## src/hw/rtl/aer_pkg.sv

```systemverilog
// Package for the audio effect rack: effect codes, sequencer states and widths.
// Used by audio_effect_rack; depends on nothing.
package aer_pkg;
	localparam int SampleBits = 12;
	localparam int OutBits = 23;
	localparam int AccBits = 40;
	localparam int MulBits = 24;

	typedef enum logic [3:0] {
		FX_NONE = 4'd0, FX_LOWPASS = 4'd1, FX_HIGHPASS = 4'd2, FX_BANDPASS = 4'd3,
		FX_CRUSH = 4'd4, FX_DECIMATE = 4'd5, FX_FOLD = 4'd6, FX_GATE = 4'd10,
		FX_MUTE = 4'd12
	} effect_t;

	localparam logic REG_SELECT = 1'b0;

	typedef enum logic [3:0] {
		ST_IDLE, ST_Q, ST_C, ST_G1, ST_G2, ST_G3, ST_HP, ST_BAND, ST_LOW, ST_FOLD,
		ST_GATE, ST_DONE
	} state_t;
endpackage

```

## src/hw/rtl/audio_effect_rack.sv

```systemverilog
// Audio effect rack top level: sequencer around one shared multiplier.
// Depends on aer_pkg.
//
// Samples are requested on sample_in with in_valid/in_ready; each result
// appears on sample_out with out_valid/out_ready. Configuration requests
// arrive on cfg_valid/cfg_ready with cfg_index and cfg_data; index 0 selects
// the effect and index 1 sets the depth. The port is always ready.
// A filter sample steps through ST_Q, ST_C, ST_G1, ST_G2, ST_G3, ST_HP,
// ST_BAND and ST_LOW, since the coefficient taper and filter use the one
// multiplier in turn; the wavefolder repeats ST_FOLD, the gate passes
// through ST_GATE and all others through ST_DONE. The input is taken
// again once the result register is empty or being emptied, so a new
// sample is taken only when the last is finished and the receiver keeps up.
// When the receiver stalls the result is held in the output register and
// no further sample is requested. Reset returns the sequencer to idle and
// clears out_valid, the configuration and the filter, decimator and gate state, but not the result register.
module audio_effect_rack (
	input  logic                                clk,
	input  logic                                arst_n,
	input  logic                                in_valid,
	output logic                                in_ready,
	input  logic signed [aer_pkg::SampleBits-1:0] sample_in,
	output logic                                out_valid,
	input  logic                                out_ready,
	output logic signed [aer_pkg::OutBits-1:0]  sample_out,
	input  logic                                cfg_valid,
	output logic                                cfg_ready,
	input  logic                                cfg_index,
	input  logic [11:0]                         cfg_data
);
	logic [3:0] sel_q;
	logic [11:0] depth_q;
	logic signed [21:0] band_q, low_q;
	logic signed [aer_pkg::SampleBits-1:0] held_q, x_q;
	logic [5:0] hcnt_q;
	logic [15:0] phase_q;
	logic signed [aer_pkg::AccBits-1:0] a_q, b_q, hp_q, t_q;
	logic signed [aer_pkg::AccBits-1:0] r_q, qv_q, cv_q;
	logic [1:0] fold_q;
	logic signed [aer_pkg::OutBits-1:0] res_q;
	logic ov_q;
	aer_pkg::state_t state_q, state_d;

	logic signed [aer_pkg::MulBits-1:0] mul_a, mul_b;
	logic signed [2*aer_pkg::MulBits-1:0] prod_w;
	logic signed [aer_pkg::AccBits-1:0] prod;
	logic signed [aer_pkg::AccBits-1:0] g_c, band_n, low_n, y_c;
	logic [15:0] rate, half, ph_n, hmg;
	logic signed [aer_pkg::AccBits-1:0] gain;
	logic sel_write;
	logic [aer_pkg::AccBits-1:0] cmask;

	assign cfg_ready = 1'b1;
	assign in_ready = (state_q == aer_pkg::ST_IDLE) && (!ov_q || out_ready);
	assign out_valid = ov_q;
	assign sample_out = res_q;
	assign sel_write = cfg_valid && (cfg_index == aer_pkg::REG_SELECT)
		&& (cfg_data[3:0] != sel_q);

	assign mul_a = a_q[aer_pkg::MulBits-1:0];
	assign mul_b = b_q[aer_pkg::MulBits-1:0];
	assign prod_w = mul_a * mul_b;
	assign prod = prod_w[aer_pkg::AccBits-1:0];

	function automatic logic signed [aer_pkg::AccBits-1:0] clampst(
			input logic signed [aer_pkg::AccBits-1:0] v);
		if (v > (40'sd1 <<< 20)) return 40'sd1 <<< 20;
		if (v < -(40'sd1 <<< 20)) return -(40'sd1 <<< 20);
		return v;
	endfunction

	always_comb begin
		g_c = 40'sd400 + (t_q >>> 15);
		if (g_c > 40'sd20000) g_c = 40'sd20000;
		if (g_c < 40'sd200) g_c = 40'sd200;
		band_n = band_q + (prod >>> 15);
		low_n = low_q + (prod >>> 15);
		rate = 16'd64 + 16'((16'd4095 - {4'd0, depth_q}) * 16'd12);
		ph_n = phase_q + 16'd1;
		if (ph_n >= rate) ph_n = '0;
		half = rate >> 1;
		hmg = half - ph_n;
		if (ph_n < 16'd32) gain = 40'(ph_n) * 8;
		else if (hmg < 16'd32) gain = 40'(hmg) * 8;
		else gain = 40'sd256;
		if (gain > 40'sd256) gain = 40'sd256;
		cmask = ~((40'd1 << (4'd1 + 4'(({3'd0, depth_q} * 15'd8) >> 12))) - 40'd1);
		y_c = 40'(x_q);
	end

	always_comb begin
		state_d = state_q;
		case (state_q)
			aer_pkg::ST_IDLE: if (in_valid && in_ready) begin
				case (sel_q)
					aer_pkg::FX_LOWPASS, aer_pkg::FX_HIGHPASS,
					aer_pkg::FX_BANDPASS: state_d = aer_pkg::ST_Q;
					aer_pkg::FX_FOLD: state_d = aer_pkg::ST_FOLD;
					aer_pkg::FX_GATE: state_d = aer_pkg::ST_GATE;
					default: state_d = aer_pkg::ST_DONE;
				endcase
			end
			aer_pkg::ST_Q: state_d = aer_pkg::ST_C;
			aer_pkg::ST_C: state_d = aer_pkg::ST_G1;
			aer_pkg::ST_G1: state_d = aer_pkg::ST_G2;
			aer_pkg::ST_G2: state_d = aer_pkg::ST_G3;
			aer_pkg::ST_G3: state_d = aer_pkg::ST_HP;
			aer_pkg::ST_HP: state_d = aer_pkg::ST_BAND;
			aer_pkg::ST_BAND: state_d = aer_pkg::ST_LOW;
			aer_pkg::ST_LOW: state_d = aer_pkg::ST_IDLE;
			aer_pkg::ST_FOLD: if (fold_q == 2'd3) state_d = aer_pkg::ST_IDLE;
			aer_pkg::ST_GATE: state_d = aer_pkg::ST_IDLE;
			aer_pkg::ST_DONE: state_d = aer_pkg::ST_IDLE;
			default: state_d = aer_pkg::ST_IDLE;
		endcase
	end

	always_ff @(posedge clk or negedge arst_n) begin
		if (!arst_n) begin
			state_q <= aer_pkg::ST_IDLE;
			ov_q <= 1'b0;
			sel_q <= '0; depth_q <= '0; band_q <= '0; low_q <= '0;
			held_q <= '0; hcnt_q <= '0; phase_q <= '0;
		end else begin
			state_q <= state_d;
			if (ov_q && out_ready) ov_q <= 1'b0;
			if (cfg_valid && cfg_index != aer_pkg::REG_SELECT) depth_q <= cfg_data;
			if (sel_write) begin
				sel_q <= cfg_data[3:0];
				band_q <= '0; low_q <= '0; held_q <= '0; hcnt_q <= '0;
			end
			case (state_q)
				aer_pkg::ST_IDLE: if (in_valid && in_ready) begin
					x_q <= sample_in;
					r_q <= 40'({depth_q, 3'd0});
					if (sel_q == aer_pkg::FX_FOLD) begin
						a_q <= 40'(sample_in);
						b_q <= 40'sd256 + ((40'(depth_q) * 40'sd1792) >>> 12);
						fold_q <= '0;
					end else if (sel_q == aer_pkg::FX_GATE) begin
						a_q <= 40'(sample_in);
						b_q <= gain;
						phase_q <= ph_n;
					end else begin
						a_q <= 40'({depth_q, 3'd0});
						b_q <= 40'({depth_q, 3'd0});
					end
				end
				aer_pkg::ST_Q: begin
					qv_q <= prod >>> 15;
					a_q <= prod >>> 15;
				end
				aer_pkg::ST_C: begin
					cv_q <= prod >>> 15;
					a_q <= r_q; b_q <= 40'sd3000;
				end
				aer_pkg::ST_G1: begin
					t_q <= prod; a_q <= qv_q; b_q <= 40'sd8000;
				end
				aer_pkg::ST_G2: begin
					t_q <= t_q + prod; a_q <= cv_q; b_q <= 40'sd15000;
				end
				aer_pkg::ST_G3: begin
					t_q <= t_q + prod; a_q <= 40'(band_q); b_q <= 40'sd14000;
				end
				aer_pkg::ST_HP: begin
					hp_q <= y_c - (prod >>> 15) - 40'(low_q);
					a_q <= g_c;
					b_q <= y_c - (prod >>> 15) - 40'(low_q);
					t_q <= g_c;
				end
				aer_pkg::ST_BAND: begin
					band_q <= 22'(clampst(band_n));
					a_q <= t_q; b_q <= band_n;
				end
				aer_pkg::ST_LOW: begin
					low_q <= 22'(clampst(low_n));
					if (sel_q == aer_pkg::FX_LOWPASS) res_q <= 23'(low_n);
					else if (sel_q == aer_pkg::FX_HIGHPASS) res_q <= 23'(hp_q);
					else res_q <= 23'(40'(band_q) >>> 2);
					ov_q <= 1'b1;
				end
				aer_pkg::ST_FOLD: begin
					if (fold_q == 2'd0) t_q <= prod >>> 8;
					else if (t_q > 40'sd2047) t_q <= 40'sd4094 - t_q;
					else if (t_q < -40'sd2047) t_q <= -40'sd4094 - t_q;
					fold_q <= fold_q + 2'd1;
					if (fold_q == 2'd3) begin
						if (t_q > 40'sd2047) res_q <= 23'(40'sd4094 - t_q);
						else if (t_q < -40'sd2047) res_q <= 23'(-40'sd4094 - t_q);
						else res_q <= 23'(t_q);
						ov_q <= 1'b1;
					end
				end
				aer_pkg::ST_GATE: begin
					res_q <= (phase_q >= half) ? '0 : 23'(prod >>> 8);
					ov_q <= 1'b1;
				end
				aer_pkg::ST_DONE: begin
					ov_q <= 1'b1;
					case (sel_q)
						aer_pkg::FX_CRUSH: res_q <= 23'(y_c & $signed(cmask));
						aer_pkg::FX_DECIMATE: begin
							if (hcnt_q <= 6'd1) begin
								hcnt_q <= 6'(7'd1 + 7'(({5'd0, depth_q} * 17'd32) >> 12));
								held_q <= x_q;
								res_q <= 23'(x_q);
							end else begin
								hcnt_q <= hcnt_q - 6'd1;
								res_q <= 23'(held_q);
							end
						end
						aer_pkg::FX_MUTE: res_q <= '0;
						default: res_q <= 23'(x_q);
					endcase
				end
				default: ;
			endcase
		end
	end

	a_no_accept_busy: assert property (@(posedge clk) disable iff (!arst_n)
		(state_q != aer_pkg::ST_IDLE) |-> !in_ready) else $error("accept while busy");
	a_hold_out: assert property (@(posedge clk) disable iff (!arst_n)
		(ov_q && !out_ready) |=> (ov_q && $stable(res_q))) else $error("result lost");
	a_state_bound: assert property (@(posedge clk) disable iff (!arst_n)
		(band_q <= 22'sd1048576) && (band_q >= -22'sd1048576)) else $error("band range");
endmodule
```

## config.mk

```make
export PLATFORM = sky130hd
export DESIGN_NAME = audio_effect_rack
export DESIGN_NICKNAME = d
export VERILOG_FILES = /design/src/hw/rtl/aer_pkg.sv /design/src/hw/rtl/audio_effect_rack.sv
export SDC_FILE = /design/constraint.sdc
export NUM_CORES = 2
export LEC_CHECK = 0
export BUFFER_PORTS_ARGS = -buffer_cell sky130_fd_sc_hd__buf_2
export CORE_MARGIN = 2
export CORE_UTILIZATION = 50
export CTS_CLUSTER_SIZE = 24
export DETAILED_ROUTE_END_ITERATION = 10
export GPL_TIMING_DRIVEN = 0
export PLACE_DENSITY = 0.68
export SYNTH_ARGS = -nofsm -noshare
export SYNTH_HDL_FRONTEND = slang
export SYNTH_SLANG_ARGS = --single-unit
```

## constraint.sdc

```tcl
create_clock -name clk -period 10.7 [get_ports clk]
set_clock_uncertainty 0.05 [all_clocks]
set_input_delay 1.605 -clock clk [delete_from_list [all_inputs] [get_ports clk]]
set_output_delay 1.605 -clock clk [all_outputs]
set_load 0.02 [all_outputs]
```

* Word level (Yosys, flattened, before mapping)
Index checks and enable logic that the tools add are counted.
** Storage, ports and cells
- Register bits :: 307
- Input port bits :: 30
- Output and inout port bits :: 26
- Word-level logic and storage cells :: 181
** Cells by class
- Add/sub/neg operators :: 18
- $mul :: 3
- Magnitude comparators :: 14
- Eq/ne operators :: 25
- Shifts and indexed selects :: 1
- Multiplexer cells :: 66
- Bitwise operators :: 4
- Reductions and logical operators :: 31
** Operators with widths (count)
- two-way mux 22 bit :: 11
- two-way mux 40 bit :: 5
- case mux 24 bit (8 select lines) :: 1
- two-way mux 24 bit :: 7
- case mux 24 bit (7 select lines) :: 1
- two-way mux 23 bit :: 7
- case mux 40 bit (4 select lines) :: 1
- case mux 23 bit (4 select lines) :: 1
- subtractor 13 x 40 -> 40 bit (first input constant) :: 2
- case mux 23 bit (3 select lines) :: 1
- adder 22 x 25 -> 26 bit :: 2
- > comparator 26 x 22 -> 1 bit (second input constant) :: 2
- less-than comparator 26 x 21 -> 1 bit (second input constant) :: 2
- two-way mux 12 bit :: 4
- adder 40 bit :: 1
- > comparator 40 x 12 -> 1 bit (second input constant) :: 1
- less-than comparator 40 x 12 -> 1 bit (second input constant) :: 1
- less-than comparator 40 x 9 -> 1 bit (second input constant) :: 1
- multiplier 24 x 24 -> 40 bit :: 1
- two-way mux 19 bit :: 2
- case mux 4 bit (9 select lines) :: 1
- less-than comparator 16 x 6 -> 1 bit (second input constant) :: 2
- == test 4 x 3 -> 1 bit (second input constant) :: 7
- adder 10 x 25 -> 26 bit (first input constant) :: 1
- 53 further kinds :: 97

* Logic depth before layout (Yosys ltp)
- Depth in word-level cells :: 15
- Mapped depth :: 46

* Least setup slack after synthesis
Ideal clock, no wire load.
- Kind :: reg-to-reg
- From :: reg b_q[14] in the netlist's numbering
- To :: reg band_q[19]
- Setup time :: 0.066 ns
- Arrival time :: 9.953 ns
- Setup slack :: 0.631 ns
- Stages on the path, launching flop included :: 41
- Cells stage by stage :: edfxtp_1 clkbuf_1 and2_1 fa_1 inv_1 fa_1 inv_1 fa_1 inv_1 fa_1 inv_1 fa_1 fa_1 inv_1 fa_1 inv_1 ha_1 and3_1 [5 not listed] o21bai_1 a21oi_1 xor2_1 inv_1 ha_1 o21ai_0 nand2b_1 and4_1 and3_1 or3_1 a21oi_1 xnor2_1 or4_1 o31a_1 or4_1 a21oi_1 buf_2 a22o_1
** On the way
- Cells in the longest elaborated chain, start to end :: 9
- Elaborated cells on any way between the ends :: 13
- Those cells by class :: 1 x add/sub; 1 x mul; 2 x order compare; 9 x mux
** RTL lines
- start: declaration :: RTL line audio_effect_rack.sv:37 : logic signed [aer_pkg::AccBits-1:0] a_q, b_q, hp_q, t_q;
- start signal: assignment :: RTL line audio_effect_rack.sv:138 : b_q <= 40'sd256 + ((40'(depth_q) * 40'sd1792) >>> 12);
- start signal: assignment :: RTL line audio_effect_rack.sv:142 : b_q <= gain;
- start signal: assignment :: RTL line audio_effect_rack.sv:146 : b_q <= 40'({depth_q, 3'd0});
- multiplier 24 x 24 -> 40 bit * :: RTL line audio_effect_rack.sv:62 : assign prod_w = mul_a * mul_b;
- net prod_w (one bit) :: RTL line audio_effect_rack.sv:45 : logic signed [2*aer_pkg::MulBits-1:0] prod_w;
- adder 22 x 25 -> 26 bit * :: RTL line audio_effect_rack.sv:76 : band_n = band_q + (prod >>> 15);
- less-than comparator 26 x 21 -> 1 bit :: RTL line audio_effect_rack.sv:68 : if (v < -(40'sd1 <<< 20)) return -(40'sd1 <<< 20);
- two-way mux 1 bit (2 in a row) :: RTL line audio_effect_rack.sv:68
- two-way mux 1 bit :: RTL line audio_effect_rack.sv:132 : case (state_q)
- two-way mux 22 bit :: RTL line audio_effect_rack.sv:69 : return v;
- two-way mux 22 bit * :: RTL line audio_effect_rack.sv:68
- two-way mux 22 bit * :: RTL line audio_effect_rack.sv:132
- end signal: assignment :: RTL line audio_effect_rack.sv:173 : band_q <= 22'(clampst(band_n));
- end: declaration :: RTL line audio_effect_rack.sv:33 : logic signed [21:0] band_q, low_q;
Mark *: on every way through the listed nets, which the timed path passes. The rest lies on a longest branch. The select of a mux whose other input is x is not followed.
A chain may end at the register's enable or synchronous reset.

* Final worst setup path
- From :: reg a_q[8] in the netlist's numbering
- To :: reg band_q[16]
** On the way
- Cells in the longest elaborated chain, start to end :: 9
- Elaborated cells on any way between the ends :: 13
- Those cells by class :: 1 x add/sub; 1 x mul; 2 x order compare; 9 x mux
** RTL lines
- start: declaration :: RTL line audio_effect_rack.sv:37
- start signal: assignment :: RTL line audio_effect_rack.sv:137 : a_q <= 40'(sample_in);
- start signal: assignment :: RTL line audio_effect_rack.sv:141 : a_q <= 40'(sample_in);
- start signal: assignment :: RTL line audio_effect_rack.sv:145 : a_q <= 40'({depth_q, 3'd0});
- multiplier 24 x 24 -> 40 bit * :: RTL line audio_effect_rack.sv:62
- net prod_w (one bit) :: RTL line audio_effect_rack.sv:45
- adder 22 x 25 -> 26 bit * :: RTL line audio_effect_rack.sv:76
- less-than comparator 26 x 21 -> 1 bit :: RTL line audio_effect_rack.sv:68
- two-way mux 1 bit (2 in a row) :: RTL line audio_effect_rack.sv:68
- two-way mux 1 bit :: RTL line audio_effect_rack.sv:132
- two-way mux 22 bit :: RTL line audio_effect_rack.sv:69
- two-way mux 22 bit * :: RTL line audio_effect_rack.sv:68
- two-way mux 22 bit * :: RTL line audio_effect_rack.sv:132
Marked as above.

==> flow_metrics.py <==
metrics = {
    "timing": {
        "slew_viol_final": 0,
        "clock.fmax_mhz": 93.8,
        "slew_headroom_pct": 7.94,
        "fin_crit_sh_pct": 99.7,
        "setup_viol": 0,
        "hold_viol": 0,
        "min_period_ps": 10660,
        "worst_pin_slew_ps": 1370,
        "rsz0062_at_grt": "yes",
    },
    "finish": {
        "drive_gt1_share_pct": 11.3,
        "layout_common_cells": "inv_1, nand2_1, fa_1, ha_1, and2_1",
        "nets": 6325,
        "final_common_cell": "inv_1",
        "design_area_um2": 51800,
        "syn_to_final_growth_pct": 13.9,
    },
    "clocking": {
        "clkLatencyLatePin_ps": 610,
        "root_buffer": "clkbuf_16",
        "cts_buffer_depth": 3,
        "clkTransAtPathRegs_ps": 70,
        "h-tree-depth": 2,
        "cts.sinks": 307,
        "cts_made_buffers": 39,
        "cts_tree": "built",
    },
    "synth": {
        "netlist_instances": 5139,
        "synth_edf_count": 208,
        "synth_area_um2": 45500,
        "async_reset_ff_share_pct": 32.2,
        "synth.distinct_cells": 102,
        "ys.flop_type": "edfxtp_1",
        "synth_warnings": 0,
        "synthesis.nets": 6071,
        "syn_area_per_cell_um2": 8.85,
        "synth-seq-cells": 307,
        "synth-seq-area-share_pct": 19.2,
    },
    "grt": {
        "grt_pass1_wl_um": 260000,
        "antenna_found_initial": 9,
        "first_global_vias": 40538,
        "gr-usage-all-layers_pct": 37.6,
        "grt_max_degree": 70,
        "overflow": 0,
    },
    "critical_path": {
        "crit_start": "a_q[8]$_DFFE_PP_",
        "crit_top_cell": "fa_1",
        "path_max_fanout": 7,
        "critPathArrivalTime_ps": 11130,
        "cp_data_required_time_ps": 11170,
        "critical_path_class": "flop to flop",
        "reg2reg_slack_ps": 40,
        "slowest_stage": "fa_1",
        "worstSetupStartpointType": "flop",
        "r2r_start": "a_q[8]$_DFFE_PP_",
        "end_kind": "flop",
        "cp_slowest_stage_delay_ps": 570,
    },
    "run_status": {
        "status": "completed",
    },
    "die": {
        "pin_count": 56,
        "die_h_um": 306,
        "num_rows": 110,
        "die_w_um": 306,
        "coreArea_um2": 90000,
        "initial_core_util_pct": 50.5,
        "dieArea_um2": 93300,
    },
    "job": {
        "cap_violations": 0,
    },
    "route": {
        "detail_route.vias_per_cell": 6.17,
        "highest_layer": "met5",
        "wl_met1_um": 66700,
        "drtAntennaViolNets": 0,
        "vias": 40742,
        "wl_met3_um": 18800,
        "routed_wirelength_um": 176000,
        "drt_iter0_drc": 4694,
        "wl_per_cell_um": 26.7,
        "firstDrtPassIters": 9,
        "drcViolationCount": 0,
        "wl_met2_um": 77000,
    },
    "place": {
        "hpwl_um": 137000,
        "port_buffers": 54,
        "dpl_cell_area_um2": 47700,
        "gp_congestion": 1.04,
    },
    "hold_path": {
        "hold_start": "hcnt_q[4]$_DFF_PN0_",
        "hold_path_class": "flop to flop",
    },
}
[worst paths after layout]
kind | endpoint | depth (start not counted)
min in group asynchronous | held_q[1]$_DFF_PN0_ | 1
max in group asynchronous | band_q[16]$_DFFE_PN0P_ | 2
worst max register to register | band_q[16]$_DFFE_PN0P_ | 36
worst min register to register | hcnt_q[4]$_DFF_PN0_ | 2
worst min-delay path | hcnt_q[4]$_DFF_PN0_ | 2
worst max-delay path | band_q[16]$_DFFE_PN0P_ | 36
[per-layer routing]
layer  up-vias  track usage (%)
met3       628             8.61
met1     20001             48.2
met4         6             23.5
li1      17728                -
met5         -                0
met2      2379             57.8
[what timing repair did]
item	CTS	global route
setup endpoints to repair	107	70
hold buffers	0	0
endpoints found under the hold margin	0	0
gates cloned	1	0
gates resized for setup	239	242
pin swaps	23	71
buffers inserted	77	66
[area by class of cell]
type,instances,area [µm²]
multi-input cells,3853,34300
well taps,1176,1470
clock inverters,22,268
inverters,744,2840
plain buffers,226,1220
fillers,8014,38200
repair buffers,222,1960
flip-flops and latches,307,8720
diodes,4,10.0
clock buffers,47,1020
[cells in the mapped netlist (41+ instances only)]
master	number	share of area [%]
nand3_1	96	1.1
and2_1	279	3.8
nor2b_1	41	0.56
edfxtp_1	208	14
fa_1	555	24
inv_1	742	6.1
nor3_1	88	0.97
a22o_1	46	0.89
a21oi_1	281	3.1
a21o_1	61	1.0
dfrtp_1	99	5.5
a22oi_1	46	0.76
ha_1	347	9.6
nand2_1	598	4.9
xor2_1	90	1.7
nor2_1	222	1.8
clkbuf_1	224	1.8
nand2b_1	47	0.65
o21ai_0	236	2.6
xnor2_1	182	3.5
o21a_1	42	0.69
[registers in the layout (all words and copies together), names as in the netlist, 12 cells and up]
register	cells
r_q	12
depth_q	12
a_q	24
x_q	12
b_q	24
sample_out	23
phase_q	16
qv_q	24
band_q	22
t_q	40
held_q	12
cv_q	24
low_q	22
hp_q	23
[stage by stage]
stage | util (%) | cells | hold slack, ps | TNS (ps) | setup WS (ps)
after floorplan | - | 5139 | 392 | 0 | 631
after global placement | 52.4 | 6369 | 414 | -246030 | -3660
after detailed placement | 53.0 | 6392 | 416 | -180980 | -2950
after CTS | 56.2 | 6534 | 429 | 0 | 4.51
after global routing | 57.5 | 6597 | 476 | -2290 | -131
final | 57.5 | 6601 | 426 | 0 | 37.3
[kinds of logic after synthesis]
| logic type | after synthesis | synth area share (%) |
|---|---|---|
| AND/OR/NAND/NOR | 1550 | 16.7 |
| AO/OA/AOI/OAI | 1082 | 15.7 |
| buffers and inverters | 979 | 8.13 |
| adder cells (fa/ha/maj) | 902 | 34.0 |
| flip-flops | 307 | 19.2 |
| XOR/XNOR | 272 | 5.24 |
| multiplexers | 46 | 1.08 |
| other | 1 | 0.00825 |
[critical path: cells and delay by family (launching register included)]
family,cells,cell delay [ps]
AO/OA/AOI/OAI,14,2940
XOR/XNOR,2,620
adder cells (fa/ha/maj),9,3820
buffers and inverters,5,940
flip-flops,1,540
AND/OR/NAND/NOR,6,1650
Power is left out: the tool's default activity adds up to more than one toggle a clock period on the data nets, which glitch-free logic cannot reach.
